--- config.mk ---
export PLATFORM = sky130hd
export DESIGN_NAME = quadratic_bezier_move_generator
export DESIGN_NICKNAME = d
export VERILOG_FILES = /design/src/rtl/core/qbez_pkg.sv /design/src/rtl/core/qbez_div.sv /design/src/rtl/core/qbez_lerp.sv /design/src/rtl/core/quadratic_bezier_move_generator.sv
export SDC_FILE = /design/constraint.sdc
export NUM_CORES = 2
export LEC_CHECK = 0
export ABC_CLOCK_PERIOD_IN_PS = 20700
export BUFFER_PORTS_ARGS = -buffer_cell sky130_fd_sc_hd__buf_2
export CELL_PAD_IN_SITES_DETAIL_PLACEMENT = 0
export CELL_PAD_IN_SITES_GLOBAL_PLACEMENT = 2
export CORE_ASPECT_RATIO = 2
export CORE_MARGIN = 2
export CORE_UTILIZATION = 35
export CTS_CLUSTER_DIAMETER = 40
export DETAILED_ROUTE_END_ITERATION = 7
export PLACE_DENSITY_LB_ADDON = 0.08
export SLEW_MARGIN = 20
export SYNTH_ARGS = -nofsm -noshare
export SYNTH_HDL_FRONTEND = slang
export SYNTH_SLANG_ARGS = --single-unit
--- constraint.sdc ---
create_clock -name clk -period 20.7 [get_ports clk]
set_input_delay 3.105 -clock clk [delete_from_list [all_inputs] [get_ports clk]]
set_output_delay 3.105 -clock clk [all_outputs]
set_load 0.005 [all_outputs]
--- src/rtl/core/qbez_pkg.sv ---
// ---------------------------------------------------------------------------
// qbez_pkg
// Widths, types and codes shared by the quadratic Bezier move generator.
// ---------------------------------------------------------------------------
`default_nettype none

package qbez_pkg;

    // Field widths
    localparam int COORD_W  = 24;
    localparam int TIME_W   = 24;
    localparam int FRAC_W   = 16;
    localparam int DELTA_W  = 16;
    localparam int NUM_AXES = 3;

    // Stream payload widths, rounded up to whole bytes
    localparam int S_DATA_W = ((6 * COORD_W + TIME_W + DELTA_W + 7) / 8) * 8;
    localparam int M_DATA_W = ((NUM_AXES * COORD_W + 7) / 8) * 8;

    // Divider step counter and multiplier product widths
    localparam int DIV_CNT_W   = $clog2(FRAC_W + 1);
    localparam int LERP_PROD_W = COORD_W + FRAC_W + 2;

    typedef logic signed [COORD_W-1:0] coord_t;
    typedef logic [TIME_W-1:0]         tick_t;
    typedef logic [FRAC_W-1:0]         frac_t;
    typedef logic [DELTA_W-1:0]        delta_t;

    // Command codes carried on s_tuser
    localparam logic CMD_START = 1'b0;
    localparam logic CMD_TICK  = 1'b1;

    // Sequencer states
    typedef enum logic [4:0] {
        ST_IDLE = 5'b00001,
        ST_CTRL = 5'b00010,
        ST_DIV  = 5'b00100,
        ST_LERP = 5'b01000,
        ST_EMIT = 5'b10000
    } state_t;

    // Interpolation steps within one axis
    typedef enum logic [1:0] {
        STEP_SC = 2'd0,
        STEP_CE = 2'd1,
        STEP_AB = 2'd2
    } step_t;

    localparam logic [1:0] AXIS_LAST = 2'(NUM_AXES - 1);

    // Result status of the divider
    typedef struct packed {
        logic  valid;
        frac_t quot;
    } div_res_t;

    // Result status of the interpolation unit
    typedef struct packed {
        logic   valid;
        coord_t value;
    } lerp_res_t;

endpackage

`default_nettype wire

--- src/rtl/core/qbez_div.sv ---
// ---------------------------------------------------------------------------
// qbez_div
// Restoring divider: quotient = floor(dividend * 2^FRAC_W / divisor),
// one quotient bit per cycle. Requires dividend < divisor.
// ---------------------------------------------------------------------------
`default_nettype none

module qbez_div
(
    input  wire logic               clk,
    input  wire logic               rst_n,
    input  wire logic               start,
    input  wire qbez_pkg::tick_t    dividend,
    input  wire qbez_pkg::tick_t    divisor,
    output qbez_pkg::div_res_t      res
);

    logic                              busy_reg;
    logic                              valid_reg;
    logic [qbez_pkg::DIV_CNT_W-1:0]    cnt_reg;
    qbez_pkg::tick_t                   rem_reg;
    qbez_pkg::tick_t                   dvsr_reg;
    qbez_pkg::frac_t                   quot_reg;

    logic [qbez_pkg::TIME_W:0]         rem_dbl;
    logic [qbez_pkg::TIME_W+1:0]       trial;
    logic                              fits;

    // Trial subtraction of the doubled remainder
    assign rem_dbl = {rem_reg, 1'b0};
    assign trial   = {1'b0, rem_dbl} - {2'b00, dvsr_reg};
    assign fits    = !trial[qbez_pkg::TIME_W+1];

    // Step control
    always_ff @(posedge clk or negedge rst_n)
    begin
        if (!rst_n)
        begin
            busy_reg  <= 1'b0;
            valid_reg <= 1'b0;
            cnt_reg   <= '0;
        end
        else
        begin
            valid_reg <= 1'b0;
            if (start)
            begin
                busy_reg <= 1'b1;
                cnt_reg  <= qbez_pkg::DIV_CNT_W'(qbez_pkg::FRAC_W);
            end
            else if (busy_reg)
            begin
                cnt_reg <= cnt_reg - 1'b1;
                if (cnt_reg == qbez_pkg::DIV_CNT_W'(1))
                begin
                    busy_reg  <= 1'b0;
                    valid_reg <= 1'b1;
                end
            end
        end
    end

    // Remainder and quotient datapath
    always_ff @(posedge clk)
    begin
        if (start)
        begin
            rem_reg  <= dividend;
            dvsr_reg <= divisor;
        end
        else if (busy_reg)
        begin
            rem_reg  <= fits ? trial[qbez_pkg::TIME_W-1:0] : rem_dbl[qbez_pkg::TIME_W-1:0];
            quot_reg <= {quot_reg[qbez_pkg::FRAC_W-2:0], fits};
        end
    end

    assign res.valid = valid_reg;
    assign res.quot  = quot_reg;

endmodule

`default_nettype wire

--- src/rtl/core/qbez_lerp.sv ---
// ---------------------------------------------------------------------------
// qbez_lerp
// Shared interpolation unit: p + round((q - p) * t / 2^FRAC_W), rounding
// half up. One signed multiply, registered, then the rounding add.
// ---------------------------------------------------------------------------
`default_nettype none

module qbez_lerp
(
    input  wire logic               clk,
    input  wire logic               rst_n,
    input  wire logic               start,
    input  wire qbez_pkg::coord_t   p,
    input  wire qbez_pkg::coord_t   q,
    input  wire qbez_pkg::frac_t    t,
    output qbez_pkg::lerp_res_t     res
);

    logic                                     phase_reg;
    logic                                     valid_reg;
    logic signed [qbez_pkg::LERP_PROD_W-1:0]  prod_reg;
    qbez_pkg::coord_t                         p_reg;
    qbez_pkg::coord_t                         res_reg;

    logic signed [qbez_pkg::COORD_W:0]        diff;
    logic signed [qbez_pkg::FRAC_W:0]         t_s;
    logic signed [qbez_pkg::LERP_PROD_W-1:0]  prod_next;
    logic signed [qbez_pkg::LERP_PROD_W-1:0]  half_c;
    logic signed [qbez_pkg::LERP_PROD_W-1:0]  rnd;
    logic signed [qbez_pkg::LERP_PROD_W-1:0]  scaled;

    // Multiply stage
    assign diff      = $signed({q[qbez_pkg::COORD_W-1], q}) - $signed({p[qbez_pkg::COORD_W-1], p});
    assign t_s       = $signed({1'b0, t});
    assign prod_next = qbez_pkg::LERP_PROD_W'(diff) * qbez_pkg::LERP_PROD_W'(t_s);

    // Rounding stage
    assign half_c = $signed(qbez_pkg::LERP_PROD_W'(1) << (qbez_pkg::FRAC_W - 1));
    assign rnd    = prod_reg + half_c;
    assign scaled = rnd >>> qbez_pkg::FRAC_W;

    always_ff @(posedge clk or negedge rst_n)
    begin
        if (!rst_n)
        begin
            phase_reg <= 1'b0;
            valid_reg <= 1'b0;
        end
        else
        begin
            phase_reg <= start;
            valid_reg <= phase_reg;
        end
    end

    always_ff @(posedge clk)
    begin
        if (start)
        begin
            prod_reg <= prod_next;
            p_reg    <= p;
        end
        if (phase_reg)
        begin
            res_reg <= p_reg + scaled[qbez_pkg::COORD_W-1:0];
        end
    end

    assign res.valid = valid_reg;
    assign res.value = res_reg;

endmodule

`default_nettype wire

--- src/rtl/core/quadratic_bezier_move_generator.sv ---
// ---------------------------------------------------------------------------
// quadratic_bezier_move_generator
// 3D quadratic Bezier move generator in Q15.8 fixed point.
// ---------------------------------------------------------------------------
// A start beat (s_tuser = 0) latches start point, target and duration, derives
// the control point in the CTRL state and restarts any move; it produces no
// output. A tick beat (s_tuser = 1) on a running move with elapsed < duration
// produces one curve point: the restoring divider forms t = elapsed / duration,
// t is handed over, nine interpolations run through the single shared
// multiplier (three per axis), then the result register is loaded as the
// sequencer returns to idle for the next beat. A tick once the move has run its
// course returns the target with m_tlast set; a tick while no move runs is taken
// without leaving idle and produces nothing. Both kinds of result are held back
// only while the previous point still sits unaccepted in the result register.
// s_tready is low while a beat is being worked on; the result register lets the
// next beat in while a finished point still waits for m_tready.
// ---------------------------------------------------------------------------
`default_nettype none

module quadratic_bezier_move_generator
(
    input  wire logic                              clk,
    input  wire logic                              rst_n,
    input  wire logic                              s_tvalid,
    output logic                                   s_tready,
    // start_x, start_y, start_z, target_x, target_y, target_z, duration, delta_time
    input  wire logic [qbez_pkg::S_DATA_W-1:0]     s_tdata,
    // cmd
    input  wire logic [0:0]                        s_tuser,
    output logic                                   m_tvalid,
    input  wire logic                              m_tready,
    // pos_x, pos_y, pos_z
    output logic [qbez_pkg::M_DATA_W-1:0]          m_tdata,
    // done_res
    output logic                                   m_tlast
);

    localparam int CW = qbez_pkg::COORD_W;

    // Control registers
    qbez_pkg::state_t     state_reg, state_next;
    logic                 moving_reg, moving_next;
    qbez_pkg::tick_t      elapsed_reg, elapsed_next;
    qbez_pkg::tick_t      total_reg, total_next;
    logic                 lerp_go_reg, lerp_go_next;
    logic [1:0]           idx_reg, idx_next;
    qbez_pkg::step_t      step_reg, step_next;
    logic                 m_tvalid_reg, m_tvalid_next;

    // Payload registers
    qbez_pkg::coord_t     start_reg [qbez_pkg::NUM_AXES];
    qbez_pkg::coord_t     ctrl_reg  [qbez_pkg::NUM_AXES];
    qbez_pkg::coord_t     end_reg   [qbez_pkg::NUM_AXES];
    qbez_pkg::coord_t     pos_reg   [qbez_pkg::NUM_AXES];
    qbez_pkg::coord_t     a_reg;
    qbez_pkg::coord_t     b_reg;
    logic [CW-1:0]        half_reg;
    logic                 ahead_reg;
    qbez_pkg::delta_t     delta_reg;
    logic                 done_reg;
    qbez_pkg::frac_t      t_reg;
    logic [qbez_pkg::M_DATA_W-1:0] m_tdata_reg;
    logic                 m_tlast_reg;

    // Input fields and handshake decode
    qbez_pkg::coord_t     in_start  [qbez_pkg::NUM_AXES];
    qbez_pkg::coord_t     in_target [qbez_pkg::NUM_AXES];
    qbez_pkg::tick_t      in_duration;
    qbez_pkg::delta_t     in_delta;
    logic                 accept;
    logic                 start_acc;
    logic                 tick_acc;
    logic                 in_time;
    logic                 in_ahead;
    logic signed [CW:0]   in_xdiff;

    // Shared unit signals
    qbez_pkg::div_res_t   div_res;
    qbez_pkg::lerp_res_t  lerp_res;
    logic                 div_start;
    qbez_pkg::coord_t     op_p;
    qbez_pkg::coord_t     op_q;
    logic                 emit_fire;
    logic [qbez_pkg::TIME_W:0]         elapsed_sum;
    logic [qbez_pkg::M_DATA_W-1:0]     m_data_next;

    // Add or subtract a magnitude and clamp to the coordinate range
    function automatic qbez_pkg::coord_t sat_add(input qbez_pkg::coord_t base,
                                                 input logic [CW-1:0] mag,
                                                 input logic neg);
        logic signed [CW+1:0] sum;
        logic [2:0]           top;
        begin
            if (neg)
            begin
                sum = $signed({base[CW-1], base[CW-1], base}) - $signed({2'b00, mag});
            end
            else
            begin
                sum = $signed({base[CW-1], base[CW-1], base}) + $signed({2'b00, mag});
            end
            top = sum[CW+1:CW-1];
            if (top == 3'b000 || top == 3'b111)
            begin
                sat_add = sum[CW-1:0];
            end
            else if (sum[CW+1])
            begin
                sat_add = {1'b1, {(CW-1){1'b0}}};
            end
            else
            begin
                sat_add = {1'b0, {(CW-1){1'b1}}};
            end
        end
    endfunction

    // Unpack the input beat
    always_comb
    begin
        for (int k = 0; k < qbez_pkg::NUM_AXES; k++)
        begin
            in_start[k]  = s_tdata[k * CW +: CW];
            in_target[k] = s_tdata[(k + qbez_pkg::NUM_AXES) * CW +: CW];
        end
    end

    assign in_duration = s_tdata[6 * CW +: qbez_pkg::TIME_W];
    assign in_delta    = s_tdata[6 * CW + qbez_pkg::TIME_W +: qbez_pkg::DELTA_W];

    assign s_tready  = (state_reg == qbez_pkg::ST_IDLE);
    assign accept    = s_tvalid && s_tready;
    assign start_acc = accept && (s_tuser[0] == qbez_pkg::CMD_START);
    assign tick_acc  = accept && (s_tuser[0] == qbez_pkg::CMD_TICK);
    assign in_time   = (elapsed_reg < total_reg);
    assign div_start = tick_acc && moving_reg && in_time;

    // Control point offset: half the X distance, sign from the X direction
    assign in_ahead = (in_target[0] > in_start[0]);
    assign in_xdiff = in_ahead
                    ? $signed({in_target[0][CW-1], in_target[0]})
                      - $signed({in_start[0][CW-1], in_start[0]})
                    : $signed({in_start[0][CW-1], in_start[0]})
                      - $signed({in_target[0][CW-1], in_target[0]});

    // Operand select for the shared interpolation unit
    always_comb
    begin
        case (step_reg)
            qbez_pkg::STEP_SC:
            begin
                op_p = start_reg[idx_reg];
                op_q = ctrl_reg[idx_reg];
            end
            qbez_pkg::STEP_CE:
            begin
                op_p = ctrl_reg[idx_reg];
                op_q = end_reg[idx_reg];
            end
            default:
            begin
                op_p = a_reg;
                op_q = b_reg;
            end
        endcase
    end

    qbez_div u_div
    (
        .clk      (clk),
        .rst_n    (rst_n),
        .start    (div_start),
        .dividend (elapsed_reg),
        .divisor  (total_reg),
        .res      (div_res)
    );

    qbez_lerp u_lerp
    (
        .clk   (clk),
        .rst_n (rst_n),
        .start (lerp_go_reg),
        .p     (op_p),
        .q     (op_q),
        .t     (t_reg),
        .res   (lerp_res)
    );

    assign emit_fire   = (state_reg == qbez_pkg::ST_EMIT) && (!m_tvalid_reg || m_tready);
    assign elapsed_sum = {1'b0, elapsed_reg} + (qbez_pkg::TIME_W + 1)'(delta_reg);

    // Sequencer
    always_comb
    begin
        state_next    = state_reg;
        moving_next   = moving_reg;
        elapsed_next  = elapsed_reg;
        total_next    = total_reg;
        lerp_go_next  = 1'b0;
        idx_next      = idx_reg;
        step_next     = step_reg;
        m_tvalid_next = m_tvalid_reg && !m_tready;

        case (state_reg)
            qbez_pkg::ST_IDLE:
            begin
                if (start_acc)
                begin
                    total_next   = in_duration;
                    elapsed_next = '0;
                    moving_next  = 1'b1;
                    state_next   = qbez_pkg::ST_CTRL;
                end
                else if (tick_acc && moving_reg)
                begin
                    state_next = in_time ? qbez_pkg::ST_DIV : qbez_pkg::ST_EMIT;
                end
            end
            qbez_pkg::ST_CTRL:
            begin
                state_next = qbez_pkg::ST_IDLE;
            end
            qbez_pkg::ST_DIV:
            begin
                if (div_res.valid)
                begin
                    state_next   = qbez_pkg::ST_LERP;
                    lerp_go_next = 1'b1;
                    idx_next     = '0;
                    step_next    = qbez_pkg::STEP_SC;
                end
            end
            qbez_pkg::ST_LERP:
            begin
                if (lerp_res.valid)
                begin
                    case (step_reg)
                        qbez_pkg::STEP_SC:
                        begin
                            step_next    = qbez_pkg::STEP_CE;
                            lerp_go_next = 1'b1;
                        end
                        qbez_pkg::STEP_CE:
                        begin
                            step_next    = qbez_pkg::STEP_AB;
                            lerp_go_next = 1'b1;
                        end
                        default:
                        begin
                            if (idx_reg == qbez_pkg::AXIS_LAST)
                            begin
                                state_next = qbez_pkg::ST_EMIT;
                            end
                            else
                            begin
                                idx_next     = idx_reg + 1'b1;
                                step_next    = qbez_pkg::STEP_SC;
                                lerp_go_next = 1'b1;
                            end
                        end
                    endcase
                end
            end
            qbez_pkg::ST_EMIT:
            begin
                if (emit_fire)
                begin
                    m_tvalid_next = 1'b1;
                    state_next    = qbez_pkg::ST_IDLE;
                    if (done_reg)
                    begin
                        elapsed_next = '0;
                        moving_next  = 1'b0;
                    end
                    else
                    begin
                        elapsed_next = elapsed_sum[qbez_pkg::TIME_W]
                                     ? '1 : elapsed_sum[qbez_pkg::TIME_W-1:0];
                    end
                end
            end
            default:
            begin
                state_next = qbez_pkg::ST_IDLE;
            end
        endcase
    end

    always_ff @(posedge clk or negedge rst_n)
    begin
        if (!rst_n)
        begin
            state_reg    <= qbez_pkg::ST_IDLE;
            moving_reg   <= 1'b0;
            elapsed_reg  <= '0;
            total_reg    <= '0;
            lerp_go_reg  <= 1'b0;
            idx_reg      <= '0;
            step_reg     <= qbez_pkg::STEP_SC;
            m_tvalid_reg <= 1'b0;
        end
        else
        begin
            state_reg    <= state_next;
            moving_reg   <= moving_next;
            elapsed_reg  <= elapsed_next;
            total_reg    <= total_next;
            lerp_go_reg  <= lerp_go_next;
            idx_reg      <= idx_next;
            step_reg     <= step_next;
            m_tvalid_reg <= m_tvalid_next;
        end
    end

    // Pack the outgoing point, target on the final beat
    always_comb
    begin
        m_data_next = '0;
        for (int k = 0; k < qbez_pkg::NUM_AXES; k++)
        begin
            m_data_next[k * CW +: CW] = done_reg ? end_reg[k] : pos_reg[k];
        end
    end

    // Payload datapath
    always_ff @(posedge clk)
    begin
        if (start_acc)
        begin
            for (int k = 0; k < qbez_pkg::NUM_AXES; k++)
            begin
                start_reg[k] <= in_start[k];
                end_reg[k]   <= in_target[k];
            end
            half_reg  <= in_xdiff[CW:1];
            ahead_reg <= in_ahead;
        end
        if (state_reg == qbez_pkg::ST_CTRL)
        begin
            ctrl_reg[0] <= sat_add(start_reg[0], half_reg, !ahead_reg);
            ctrl_reg[1] <= sat_add(start_reg[1], half_reg, !ahead_reg);
            ctrl_reg[2] <= start_reg[2];
        end
        if (tick_acc)
        begin
            delta_reg <= in_delta;
            done_reg  <= !in_time;
        end
        if (div_res.valid)
        begin
            t_reg <= div_res.quot;
        end
        if (lerp_res.valid && state_reg == qbez_pkg::ST_LERP)
        begin
            case (step_reg)
                qbez_pkg::STEP_SC: a_reg <= lerp_res.value;
                qbez_pkg::STEP_CE: b_reg <= lerp_res.value;
                default:           pos_reg[idx_reg] <= lerp_res.value;
            endcase
        end
        if (emit_fire)
        begin
            m_tdata_reg <= m_data_next;
            m_tlast_reg <= done_reg;
        end
    end

    assign m_tvalid = m_tvalid_reg;
    assign m_tdata  = m_tdata_reg;
    assign m_tlast  = m_tlast_reg;

endmodule

`default_nettype wire

# == Word-level counts from Yosys, hierarchy flattened ==
# Memory sizes are Yosys's and may differ from the RTL's.
# Cells that the tools add are included.
# Widths: inputs -> output; s select.
# classes
addsub,13
n_mul,1
n_lt_le_gt_ge,2
eq_ne,20
n_mux,68
bitwise_logic,2
n_reduce_logical,31
# op_table
operator,n
$mux 24,16
$pmux 24 s2,3
$mux 26,4
$sub 24x24->25,3
$add 24x25->26,2
$sub 24x25->26,2
$mux 5,10
$add 40x17->40 const B,1
$mul 25x17->40,1
$sub 25x24->26,1
$add 24x16->25,1
$mux 25,1
$add 24x24->24,1
$gt 24x24->1,1
$lt 24x24->1,1
$mux 1,22
$pmux 5 s4,1
$mux 2,6
$pmux 2 s2,3
$eq 5x1->1 const B,2
$ne 2x2->1 const B,5
$logic_and 1x1->1,8
$reduce_and 2->1,4
$reduce_and 4->1,2
23 further kinds,36
# totals
reg_bits,400
ramBits,288
inputBits,189
wordCells,169
mem_count,4
# memory_table
memory,depth,width,read_ports,rd_ports_with_merged_regs,write_ports,line_no,text
ctrl_reg,3,24,1,0,3,quadratic_bezier_move_generator.sv:52,qbez_pkg::coord_t ctrl_reg [qbez_pkg::NUM_AXES];
end_reg,3,24,4,0,3,quadratic_bezier_move_generator.sv:53,qbez_pkg::coord_t end_reg [qbez_pkg::NUM_AXES];
pos_reg,3,24,3,0,1,quadratic_bezier_move_generator.sv:54,qbez_pkg::coord_t pos_reg [qbez_pkg::NUM_AXES];
start_reg,3,24,4,0,3,quadratic_bezier_move_generator.sv:51,qbez_pkg::coord_t start_reg [qbez_pkg::NUM_AXES];

# == Longest topological paths before layout ==
# An unclocked memory read counts as a cell.
# depth
word_depth,8
ltp_mapped,43
ltp_nobuf,40

# == Modules after synthesis ==
# From an unflattened synthesis, not the netlist that was laid out.
# unflattened
hier_cells,4722
area_unflattened_um2,50345.8
# by_module_without_submodules
module,n_inst,cells_per_inst,area_each_um2,seq_area_each_um2
quadratic_bezier_move_generator,1,2351,27520.1,15526.1
qbez_lerp,1,1993,18675.4,2242.2
qbez_div,1,378,4150.2,2097.0

# == Worst setup path before layout ==
# No wires, ideal clock.
# synth_timing
kind,reg-to-reg
startpoint,register idx_reg[0]
endpoint,register u_lerp.prod_reg[39] (netlist name) (data pin)
setup_time_ns,0.260
t_arrival_ns,9.566
required_time_ns,20.440
slack_ns,10.874
stages_incl_launch_ff,39
path_buffers,3
synth_period_minus_slack_ns,9.826
cell_sequence,dfrtp_1 > clkbuf_1 > clkbuf_1 > mux2i_1 > o21ai_0 > mux2_2 > mux2_2 > ha_1 > nor2b_1 > o21ai_1 > a21boi_0 > o21ai_1 > a21boi_1 > o311ai_0 > a21oi_1 > o21a_1 > o21ai_0 > buf_2 > (+3 left out) > fa_1 > inv_1 > fa_1 > inv_1 > fa_1 > fa_1 > inv_1 > ha_1 > nand4_1 > a211oi_1 > o31ai_1 > a21oi_1 > o211ai_1 > a21boi_1 > a311oi_1 > o31ai_1 > a21oi_1 > xnor2_1
# synth_via
elab_chain_cells,4
word_cells_on_any_way,7
cone_classes,add/sub (1); mul (1); mux (2); memory (3)
# synth_lines
item,line_no,text
start: declaration,quadratic_bezier_move_generator.sv:46,"logic [1:0] idx_reg, idx_next;"
start signal: assignment,quadratic_bezier_move_generator.sv:309,idx_reg <= idx_next;
"$mem_v2 3x24, on equally long branches",--,
$pmux 24 s2,quadratic_bezier_move_generator.sv:149,case (step_reg)
$sub 24x24->25 *,qbez_lerp.sv:33,"assign diff = $signed({q[qbez_pkg::COORD_W-1], q}) - $signed({p[qbez_pkg::COORD_W-1], p});"
$mul 25x17->40 *,qbez_lerp.sv:35,assign prod_next = qbez_pkg::LERP_PROD_W'(diff) * qbez_pkg::LERP_PROD_W'(t_s);
net u_lerp.prod_next (one bit),qbez_lerp.sv:27,logic signed [qbez_pkg::LERP_PROD_W-1:0] prod_next;
end signal: assignment,qbez_lerp.sv:60,prod_reg <= prod_next;
end: declaration,qbez_lerp.sv:21,logic signed [qbez_pkg::LERP_PROD_W-1:0] prod_reg;
# Mark *: on every way through the listed nets, which the timed path passes. The rest lies on a longest branch.
# A chain may end at the register's enable or synchronous reset.

# == Worst setup path after layout ==
# Ends and elaborated chain as after synthesis.

==> results by group <==
Synth
  • Distinct cells, synth: 90
  • Leading area contributor after synthesis: edfxtp_1
  • Top post-synthesis cells by count: inv_1, edfxtp_1, nand2_1
  • Post-Synthesis Cells: 4655
  • Top-area cell type share of the netlist area: 36.3%
  • Syn nets: 5539
  • Top_reg_cell synth: edfxtp_1
  • Synthesized area: 50000 um^2
  • Top-count cell post-synth: inv_1
  • Number of flops mapped to enable cells by yosys: 604
  • Syn avg cell area: 10.7 um^2
  • Seq/Total Area, Yosys: 39.7%
  • Ys async rst share: 10.3%
  • Synth Register Bits: 673
  • Ranking of synthesized cells by area: edfxtp_1, fa_1, ha_1
  • Yosys synthesis warning count: 0

Setup path
  • Startpoint types: register
  • CP delay by family, top: compound AO/OA/AOI/OAI gates
  • Critical Path End Type: register
  • Crit-path max FO: 33
  • CP arrival: 12.35 ns
  • RR Startpoint: idx_reg[0]
  • R2R cell count: 39
  • CP bufs+invs: 7
  • Flop-to-flop setup slack: 8.77 ns
  • CP required: 21.11 ns
  • CP max-delay cell: dfrtp_4
  • Worst R2R End: u_lerp.prod_reg[39]
  • Crit path top cell by count: fa_1
  • CP peak stage delay: 0.78 ns
  • Crit path kind: register to register

Power and ir drop
  • Pwr/cell area: 74.8 nW/um^2
  • VDD IR-drop max: 61.9 uV
  • LEAKAGE: 24.1 nW
  • Post-route total power: 4.26 mW

Floorplan
  • Row cnt: 196
  • Die Area: 146000 um^2
  • Die H: 538 um
  • Chip width: 271 um
  • Core Footprint: 142000 um^2
  • Initial Utilization: 35.1%
  • IO Count: 264

Drt
  • DRT iter0 DRCs: 1747
  • Uppermost layer routed: met5
  • WL/cell: 25.7 um
  • Vias per inst: 5.08
  • Post-route antenna net violation count: 0
  • Drt first pass iters: 5
  • Vias: 34900
  • WL met3: 4970 um
  • Met2 WL: 105000 um
  • Met1 WL: 56300 um
  • Drt drc: 0
  • WL final: 177000 um

CTS
  • Clock buffer depth: 3
  • Cts hold-fix bufs: 0
  • Htree depth: 3
  • Root buffer cell: clkbuf_16
  • CTS Buf Count: 92
  • Worst skew pair latency: 0.71 ns
  • Clk sink count: 673
  • CTS tree: done
  • Setup bufs post-CTS: 0
  • Post_cts resized: 0
  • Clock transition at path regs: 0.06 ns

Flow run
  • Total of max-cap violations: 0

Timing
  • Fmax: 0.0838 GHz
  • Final period utilization: 57.7%
  • Final Hold Slack: 0.427 ns
  • Min cycle time layout: 11.93 ns
  • Worst Tran Pin Value: 1.30 ns
  • Slew HR: 12.1%
  • Setup_tns: 0 ns
  • Fin. Hold Viols: 0
  • Pins over their slew limit: 0
  • RSZ-0062 raised after global routing: no
  • Setup ws final: 8.77 ns
  • Clock skew: 0.0693 ns
  • Final Setup Violations: 0

Cells and area
  • # fillers: 14100
  • Fin nets: 5786
  • Post-route cell area: 56900 um^2
  • Fraction of layout cells with a size suffix above 1: 14.5%
  • Final core utilization: 40.0%
  • Layout Cells excl Fill: 6870
  • Layout area overhead: 13.9%

Global route
  • Largest net degree at the start of global routing: 107
  • Global-route wire length before repair: 257000 um
  • Vias in the first global route: 38100
  • Total Routing Usage GR: 24.2%
  • Initial antenna violation count: 21
  • Total congestion overflow: 0

Hold path
  • Hold Path End: t_reg[15]
  • Hold path cells: 0
  • Min-delay src: u_div.quot_reg[15]
  • Worst Hold Class: register to register

Placed design
  • Placed Cells: 6689
  • Placed instance area: 53600 um^2
  • Pre-CTS WS: 8.75 ns
  • IO buf count: 263
  • GPL Wtd Cong: 0.899
  • DP HPWL: 141000 um

Status
  • Status: finished clean
[layout by cell type (no fill, tap or decap), drive strengths merged, types with 9 or more instances in the layout]
cell	count
nand4	22
a21oi	202
dfrtp	68
buf	343
o31ai	17
o211ai	16
nand3	71
fa	385
or3	27
nor3	50
mux2	134
a21o	73
nand2	483
bufinv	11
o21a	46
and3	40
ha	310
nand2b	68
edfxtp	604
o21bai	23
inv	680
diode	9
clkinv	27
and2	159
nor2b	40
nor2	193
o21ai	251
clkbuf	99
xnor2	130
a31oi	37
xor2	75
mux2i	128
a22oi	14
a211oi	24
a21boi	14
[how the worst max path moves through the flow]
stage,startpoint,end,cells past startpoint
after floorplan,idx_reg[0],u_lerp.prod_reg[39],38
after global placement,idx_reg[0],u_lerp.prod_reg[39],39
after detailed placement,idx_reg[0],u_lerp.prod_reg[39],39
after CTS,idx_reg[0],u_lerp.prod_reg[39],39
after global routing,idx_reg[0],u_lerp.prod_reg[39],39
final,idx_reg[0],u_lerp.prod_reg[39],39
[cell families after synthesis]
group	count (synthesis)	share of synthesized area, %
AND/OR/NAND/NOR	1184	11.3
buffers and inverters	842	6.46
AO/OA/AOI/OAI	794	10.2
adder cells (fa/ha/maj)	695	23.2
flip-flops	673	39.7
multiplexers	262	5.58
XOR/XNOR	205	3.61
[final cells by class]
type / count / area, um^2 / area share, %
tap: 1881 / 2350 / 4.13
clock buffer: 99 / 2370 / 4.16
antenna: 9 / 22.5 / 0.0396
sequential: 673 / 19900 / 34.9
clock inverter: 73 / 965 / 1.69
multi-input combinational: 3140 / 27000 / 47.4
inverter: 652 / 2460 / 4.31
timing repair buffer: 343 / 1920 / 3.37
[routing by layer]
layer | vias to the layer above | global-route usage, %
met2 | 710 | 50.4
met4 | 8 | 12.6
met5 | - | 0
met3 | 308 | 2.56
met1 | 17700 | 22.2
li1 | 16200 | -
[power breakdown]
part           switching (mW)  internal [mW]  total, mW
Sequential             0.0482           1.58       1.62
Combinational           0.564          0.343      0.907
Clock                   0.723           1.00       1.73
Note: power is estimated with default switching activity, not from simulation.
